==> config.mk <==
export PLATFORM = sky130hd
export DESIGN_NAME = vvad_front
export DESIGN_NICKNAME = d
export VERILOG_FILES = /design/src/vvad_pkg.sv /design/src/vvad_front.sv
export SDC_FILE = /design/constraint.sdc
export NUM_CORES = 1
export LEC_CHECK = 0
export BUFFER_PORTS_ARGS = -buffer_cell sky130_fd_sc_hd__buf_2
export CAP_MARGIN = 25
export CORE_ASPECT_RATIO = 1.2
export CORE_MARGIN = 2
export CORE_UTILIZATION = 55
export CTS_CLUSTER_DIAMETER = 120
export DETAILED_ROUTE_END_ITERATION = 16
export PLACE_DENSITY_LB_ADDON = 0.3
export RECOVER_POWER = 50
export SETUP_SLACK_MARGIN = 0.05
export SKIP_CTS_REPAIR_TIMING = 1
export SLEW_MARGIN = 10
export SYNTH_ARGS = -nofsm -noshare
export SYNTH_HDL_FRONTEND = slang
export SYNTH_SLANG_ARGS = --single-unit
==> constraint.sdc <==
create_clock -name i_clk -period 2.7 [get_ports i_clk]
set_clock_uncertainty 0.2 [all_clocks]
set_input_delay 0.54 -clock i_clk [delete_from_list [all_inputs] [get_ports i_clk]]
set_output_delay 0.54 -clock i_clk [all_outputs]
set_load 0.01 [all_outputs]
==> src/vvad_pkg.sv <==
// types, constants and codes of the voice activity detector
// no dependencies
package vvad_pkg;

    localparam int MAX_DUR   = 64;
    localparam int MAX_LOOK  = 64;
    localparam int SCORE_W   = 24;
    localparam int NST       = 2 * MAX_DUR;
    localparam int ST_W      = $clog2(NST);
    localparam int COL_W     = $clog2(MAX_LOOK);
    localparam int LN_W      = 13;
    localparam int LL_W      = LN_W + 1;
    localparam int PEN_W     = 16;
    localparam int RAW_W     = SCORE_W + 2;
    localparam int CFG_W     = 16;
    localparam int CNT_W     = 7;
    localparam int IDX_W     = 3;
    localparam int X_W       = 16;
    localparam int FIDX_W    = 32;
    localparam int LN2_Q16   = 45426;
    localparam int LN_ZERO   = -4096;

    localparam logic [IDX_W-1:0] CFG_LOOK    = 3'd0;
    localparam logic [IDX_W-1:0] CFG_MIN_SIL = 3'd1;
    localparam logic [IDX_W-1:0] CFG_MIN_SP  = 3'd2;
    localparam logic [IDX_W-1:0] CFG_PRI_SIL = 3'd3;
    localparam logic [IDX_W-1:0] CFG_PRI_SP  = 3'd4;
    localparam logic [IDX_W-1:0] CFG_PEN     = 3'd5;

    typedef struct packed {
        logic            eod;
        logic [X_W-1:0]  x;
    } t_item;

    typedef struct packed {
        logic                    [CNT_W-1:0] look;
        logic                    [CNT_W-1:0] nsil;
        logic                    [CNT_W-1:0] nsp;
        logic signed [LN_W-1:0]              pri_sil;
        logic signed [LN_W-1:0]              pri_sp;
        logic signed [PEN_W-1:0]             pen;
    } t_cfg;

    // front to back: head of the queue
    typedef struct packed {
        logic  valid;
        t_item item;
    } t_fq;

    // back to front: pop and clear status
    typedef struct packed {
        logic pop;
        logic clearing;
    } t_bq;

    typedef enum logic [3:0] {
        BK_CLEAR, BK_IDLE, BK_LOG0, BK_LOG0W, BK_LOG1, BK_LOG1W,
        BK_PES0, BK_PES1, BK_FWD, BK_NORM, BK_TB_RD, BK_TB_DAT, BK_OUT
    } t_bk_st;

    typedef enum logic [2:0] {
        LG_IDLE, LG_SQ, LG_MUL, LG_RND, LG_DONE
    } t_lg_st;

endpackage

==> src/vvad_front.sv <==
// front end: takes items, sorts frames from flushes, two entry queue
// depends on vvad_pkg
module vvad_front (
    input  logic                   i_clk,
    input  logic                   i_rst_n,
    input  logic                   i_valid,
    output logic                   o_ready,
    input  logic [vvad_pkg::X_W-1:0] i_x,
    input  logic                   i_eod,
    input  vvad_pkg::t_bq          i_bq,
    output vvad_pkg::t_fq          o_fq
);
    import vvad_pkg::*;

    t_item      r_q [2];
    logic       r_wp, r_rp;
    logic [1:0] r_cnt;
    logic       push, pop;
    t_item      item;

    assign o_ready = (r_cnt != 2'd2) && !i_bq.clearing;
    assign push    = i_valid && o_ready;
    assign pop     = i_bq.pop && (r_cnt != 2'd0);

    // a flush item carries no sample
    assign item.eod = i_eod;
    assign item.x   = i_eod ? '0 : i_x;

    always_ff @(posedge i_clk) begin
        if (!i_rst_n) begin
            r_wp  <= 1'b0;
            r_rp  <= 1'b0;
            r_cnt <= '0;
        end else begin
            if (push) r_wp <= ~r_wp;
            if (pop)  r_rp <= ~r_rp;
            r_cnt <= r_cnt + {1'b0, push} - {1'b0, pop};
        end
        if (push) r_q[r_wp] <= item;
    end

    assign o_fq.valid = (r_cnt != 2'd0);
    assign o_fq.item  = r_q[r_rp];
endmodule

After elaboration in Yosys (flattened, before gate mapping):

Memories as Yosys holds them, arrays and structs flattened. A register that Yosys moved wholly into a read port is not among the register bits.
Index checks and enable logic that the tools add are counted.

* register bits: 4
* RAM bits: 34
* bits of input ports: 22
* memories: 1

Memory list
* r_q: words 2, bits a word 17, read ports 1, clocked after memory_dff 1, write ports 1, line vvad_front.sv:15 `t_item r_q [2];`

* $add $sub $neg: 2
* equality and inequality tests: 1
* muxes and demuxes: 5
* bitwise logic cells: 2
* reduce and logical (&&, ||, !) cells: 5

Operators with widths (number)
* 2-to-1 mux 16 bit: 1
* 2-to-1 mux 1 bit: 4
* logical AND 1 bit: 3
* adder 2 x 1 -> 2 bit: 1
* inequality test 2 bit, second input constant: 1
* NOT 1 bit: 2
* nonzero test 2 bit: 1
* subtractor 2 x 1 -> 2 bit: 1
* zero test 1 bit: 1

Logic depth before layout (Yosys ltp):

Gate-level depths: netlist (run 1).

* depth in word-level cells: 5
* gate-level depth with buffers: 9
* mapped depth without buffers: 9

Worst setup path before layout (run 1):

No wires, ideal clock.

* path kind: input-to-reg
* start: in i_bq[0] (netlist bit)
* end: reg r_cnt[1]
* arrival: 1711 ps
* path slack: 711 ps
* stages: 8
* path buffers: 0
* path through: nor2_1 -> nand2_1 -> ha_1 -> inv_1 -> ha_1 -> xor2_1 -> and2_1 -> nor3_1

* cells in the longest elaborated chain, start to end: 5

RTL lines
* start, declared: line vvad_front.sv:10 `input vvad_pkg::t_bq i_bq,`
* zero test 1 bit: line vvad_front.sv:21 `assign o_ready = (r_cnt != 2'd2) && !i_bq.clearing;`
* logical AND 1 bit: line vvad_front.sv:21
* logical AND 1 bit: line vvad_front.sv:22 `assign push = i_valid && o_ready;`
* adder 2 x 1 -> 2 bit: line vvad_front.sv:37 `r_cnt <= r_cnt + {1'b0, push} - {1'b0, pop};`
* subtractor 2 x 1 -> 2 bit: line vvad_front.sv:37
* end signal, assigned: line vvad_front.sv:37
* end, declared: line vvad_front.sv:17 `logic [1:0] r_cnt;`

No other way between the ends.
A chain may end at the register's enable or synchronous reset.

Worst setup path after layout (run 1):

* start: reg r_cnt[1]
* end: mem r_q[1][11] (netlist bit) (enable)

* cells in the longest elaborated chain, start to end: 5

RTL lines
* inequality test 2 bit: line vvad_front.sv:21
* logical AND 1 bit: line vvad_front.sv:21
* logical AND 1 bit: line vvad_front.sv:22
* 2-to-1 mux 1 bit: line vvad_front.sv:39 `if (push) r_q[r_wp] <= item;`
* 2-to-1 mux 1 bit (not written as such): line vvad_front.sv:39
* end, declared: line vvad_front.sv:15

No other way between the ends.

==> reports/results.ini, run 1 <==
[grt]
grt_pass1_vias=918
grt_max_degree=19
met1_usage_pct=15.2
grt.busiest_layer=met2
overflow=0
antenna_found_initial=0
grt_use_met2_pct=29.2
grt_use_met3_pct=6.46
grt_pass1_wl_mm=3.73
gr-usage-all-layers_pct=16.3

[layout]
nets=169
drive_above_1_share_pct=33.6
fillCellCount=214
regArea_um2=1120
n_antenna_cell=0
multi_input_area_um2=420
area_growth_pct=17.9
fin_util_pct=67.5

[sta]
final-max-slew-violation-count=0
hold_viol=0
setup_tns_ns=0
fmax_mhz=468
finalCritPeriodShare_pct=79.1
setup_violations=0
relSlewSlack_pct=38.0
rsz0062_at_grt=false
period_needed_ns=2.14
tightest_slew_ns=0.931

[yosys]
synth_edf_count=34
yosys.area_share.simple_pct=11.1
synth_compound_area_share_pct=1.19
synth_most_common_cell=edfxtp_1
synth_fp_nets=122
synth_xor_area_share_pct=1.11
ys_types=23
muxShareOfSynthArea_pct=12.1
syn-cell-area_um2=1580
async_flop_share_pct=0
synth_top_family_by_area=multiplexers
synthAdderAreaFrac_pct=1.58
synth_top_cell_area_share_pct=64.6
synth_seq_cells=39
ys_seq_area_share_pct=70.9
syn_avg_cell_area_um2=16.1
synth_top_flop_cell=edfxtp_1
synth_common_cells=edfxtp_1 (34), mux2_1 (17), nor2b_1 (16)
synth_cells=98
synth_area_leaders=edfxtp_1 (65%), mux2_1 (12%), dfxtp_1 (6.3%)
synth_top_cell_by_area=edfxtp_1
yosysWarnings=0

[clocking]
cts_made_buffers=5
h-tree-depth=2
tritoncts=yes
insertion_delay_ns=0.33
root_buffer=clkbuf_4
path_clk_slew_ns=0.10
cts.path.max_buffers=2
cts_sinks=39

[die]
placementRows=21
die_area_um2=3320
die_w_um=52.9
pin_count=41
coreArea_um2=2760
start_util_pct=57.3
die_h_um=62.7

[min_path]
worstHoldStart=i_rst_n
hold_path_end=r_cnt[0]
min_path_cells=2
min_path_type=in2reg

[critical_path]
cp_max_fo=17
worstRegToRegCells=4
critical_path_required_ns=2.46
critPathLaunchType=flop
ff2ff_setup_slack_ns=0.56
crit_path_end_kind=flop
r2r_end=r_q[1][11]
crit_type=reg2reg
worstPathArrival_ns=1.89
regToRegStartpoint=r_cnt[1]

[drt]
wl_mm=2.27
vias_per_cell=4.95
first_iter_violations=16
drt.antenna.violating_nets=0
remaining_drc_errors=0
dr.pass1.iters=3
wl_per_cell_um=12.6
vias=891

[power]
p_leak_nw=0.747
ir_worst_vdd_mv=0.571
powerDensity_nw_per_um2=754

[status]
status=complete, no violations

[job]
max-cap-violations=0

[placement]
place.gp.congestion=0.633
portBuffers=40
hpwl_mm=1.62

critical path, cell delays in order (launching register included):
cell and delay, ns:
dfxtp_1 0.36, nor2b_1 0.17, nor2_1 0.15, and3_1 0.18
clkbuf_1 0.70
logic make-up (layout without fill, tap and decap cells):
kind of cell / count (synthesis) / after routing
AOI/OAI and AO/OA: 3 / 3
xor gates and xnor gates: 2 / 2
adders and majority gates: 2 / 2
buffers and inverters: 6 / 54
DFF: 39 / 39
muxes: 17 / 17
and+or+nand+nor: 29 / 29
placed cells by master, fill, tap and decap left out:
master / instances
and3_1: 1
mux2_1: 17
clkbuf_1: 4
xor2_1: 1
o21a_2: 1
or3_1: 1
nand2b_1: 1
ha_1: 2
or2_2: 1
nor2b_1: 17
inv_1: 3
edfxtp_1: 34
nor3_1: 1
buf_2: 39
dfxtp_1: 5
nand2_1: 1
clkbuf_4: 5
buf_4: 2
clkinv_2: 1
a21oi_1: 1
nor2_1: 4
o21ai_0: 1
and2_1: 2
xnor2_1: 1
report_power, final:
part | internal [W] | leakage (nW) | switching, W | total, W
Clock | 0.000101 | 0.0293 | 0.000161 | 0.000263
Sequential | 0.000726 | 0.358 | 0.0000260 | 0.000752
Combinational | 0.000188 | 0.360 | 0.000202 | 0.000390
worst max path at each step:
stage / from / end / depth (start not counted)
CTS: flop / o_fq[12] / 3
global route: r_cnt[1] / r_q[1][1] / 4
floorplan: i_bq[0] / r_cnt[1] / 8
global placement: i_bq[0] / r_cnt[1] / 9
finish: r_cnt[1] / r_q[1][11] / 4
detailed placement: i_bq[0] / r_cnt[1] / 9
stage by stage:
step	total power, W	setup WS [ns]	cells	hold slack [ns]	cell area, µm²
after global placement	0.00116	0.714	172	0.276	1830
after global routing	0.00150	0.410	180	0.214	1860
after CTS	0.00144	0.527	180	0.213	1880
after floorplan	0.00104	0.711	98	0.258	1580
final	0.00141	0.564	180	0.225	1860
after detailed placement	0.00117	0.614	172	0.326	1830
routing by layer:
metal | wire, µm | vias to the layer above
met5 | 0 | -
met4 | 46 | 0
met3 | 129 | 5
met2 | 1270 | 22
met1 | 823 | 419
li1 | - | 445
sequential cells by signal (all words and copies together) (netlist names), named ones only:
signal  cells
r_q        34
r_rp        1
r_wp        1
r_cnt       2
cell type report:
cell class,count,share of cell area [%]
sequential,39,60.2
multi-input combinational,53,22.6
timing repair buffer,43,11.7
clock buffer,7,2.42
tap,34,2.28
inverter,3,0.604
clock inverter,1,0.269
(Power assumes the default switching activity.)
==> inputs of run 2 (changes only) <==
Settings changed: CORE_UTILIZATION 55 to 46.
Clock period 2.7 ns to 1.8 ns, I/O delays scaled along.
==> reports/results.ini, run 2 (synthesis gave the netlist of run 1 again) <==
[status]
status=complete, but fails checks
violations=negative setup slack

[grt]
grt_max_degree=19
grt_pass1_wl_mm=4.14
antenna_found_initial=0
grt_pass1_vias=912
gr-usage-all-layers_pct=14.9
overflow=0

[die]
coreArea_um2=3310
die_h_um=68.2
pin_count=41
start_util_pct=47.8
die_w_um=57.5
placementRows=23
die_area_um2=3920

[power]
powerDensity_nw_per_um2=1300
ir_worst_vdd_mv=0.969
finalPower_w=0.00285
p_leak_nw=0.896

[drt]
m1WireLength_mm=1.11
vias_per_cell=4.99
wl_per_cell_um=15.1
vias=928
wl_met2_mm=1.50
met3_length_um=142
wl_mm=2.81
drt.antenna.violating_nets=0
dr.pass1.iters=4
first_iter_violations=27
remaining_drc_errors=0
maxUsedRoutingLayer=met4

[layout]
fin_util_pct=66.3
regArea_um2=1130
final_common_cell=edfxtp_1
area_growth_pct=38.9
final_cell_mix=edfxtp_1 (34), buf_2 (22), buf_6 (19)
fillCellCount=245
n_antenna_cell=0
regMostFlops=r_q
largest_registers=r_q (34), r_cnt (2)
nets=172
largest_reg_flops=34
drive_above_1_share_pct=52.3
multi_input_area_um2=502

[clocking]
path_clk_slew_ns=0.07
cts_made_buffers=5
tritoncts=yes
h-tree-depth=2
cts_sinks=39
insertion_delay_ns=0.28
root_buffer=clkbuf_8
cts.path.max_buffers=2

[sta]
tightest_slew_ns=0.786
hold_viol=0
period_needed_ns=1.81
layout_setup_ws_ns=-0.00676
relSlewSlack_pct=47.6
final-max-slew-violation-count=0
setup_violations=1
fmax_mhz=553
finalCritPeriodShare_pct=100
rsz0062_at_grt=true

[placement]
portBuffers=40
place.gp.congestion=0.631
hpwl_mm=1.88

[critical_path]
cp_max_fo=7
regToRegStartpoint=r_cnt[1]
cp_slowest_stage_delay_ns=0.38
crit_path_end_kind=primary output
ff2ff_setup_slack_ns=0.01
critPathLaunchType=flop
path_cells=buf_8, mux2_4, buf_6
worstRegToRegCells=9
r2r_end=r_cnt[1]
critPathSlowestCell=dfxtp_4
crit_type=reg2out
worstPathArrival_ns=1.25
critical_path_required_ns=1.24

[min_path]
min_path_cells=2
hold_path_end=r_cnt[0]
worstHoldStart=i_rst_n
min_path_type=in2reg

[job]
max-cap-violations=0

## run 2: final cells by class
type	count	area share (%)
tap	37	2.11
multi-input combinational	53	22.9
inverter	3	0.513
clock buffer	6	3.76
timing repair buffer	46	17.8
sequential	39	51.4
clock inverter	2	1.60
## run 2: layer usage
metal	vias to the layer above	GRT usage [%]
met4	0	7.27
met1	443	16.1
met5	-	0
li1	453	-
met2	26	25.0
met3	6	6.43
## run 2: worst max-delay path by stage
| stage | start | endpoint | slack [ns] |
|---|---|---|---|
| global route | r_cnt[1] | r_cnt[1] | -0.08 |
| floorplan | r_cnt[1] | r_cnt[1] | 0.05 |
| global placement | i_bq[0] | r_cnt[1] | 0.03 |
| CTS | flop | o_fq[9] | -0.07 |
| detailed placement | i_bq[0] | r_cnt[1] | -0.07 |
| finish | flop | o_fq[3] | -0.007 |
## run 2: worst max-delay path, delay by kind of cell (launching register included)
family / cells / cell delay [ns]
mux: 1 / 0.32
buf+inv: 2 / 0.26
flops: 1 / 0.38
## run 2: through the flow
step	hold slack (ns)	setup slack, ns	cells	instance area, µm²	TNS [ns]
global route	0.0951	-0.0838	186	2190	-0.815
CTS	0.0822	-0.0701	184	1990	-0.858
global placement	0.273	0.0294	176	1870	0
detailed placement	0.275	-0.0739	176	1870	-0.0739
finish	0.0949	-0.00676	186	2190	-0.00676
floorplan	0.258	0.0489	98	1590	0
## run 2: power breakdown
part	internal, W	switching [W]
clock network	0.000448	0.000274
registers	0.00110	0.0000619
logic	0.000585	0.000385
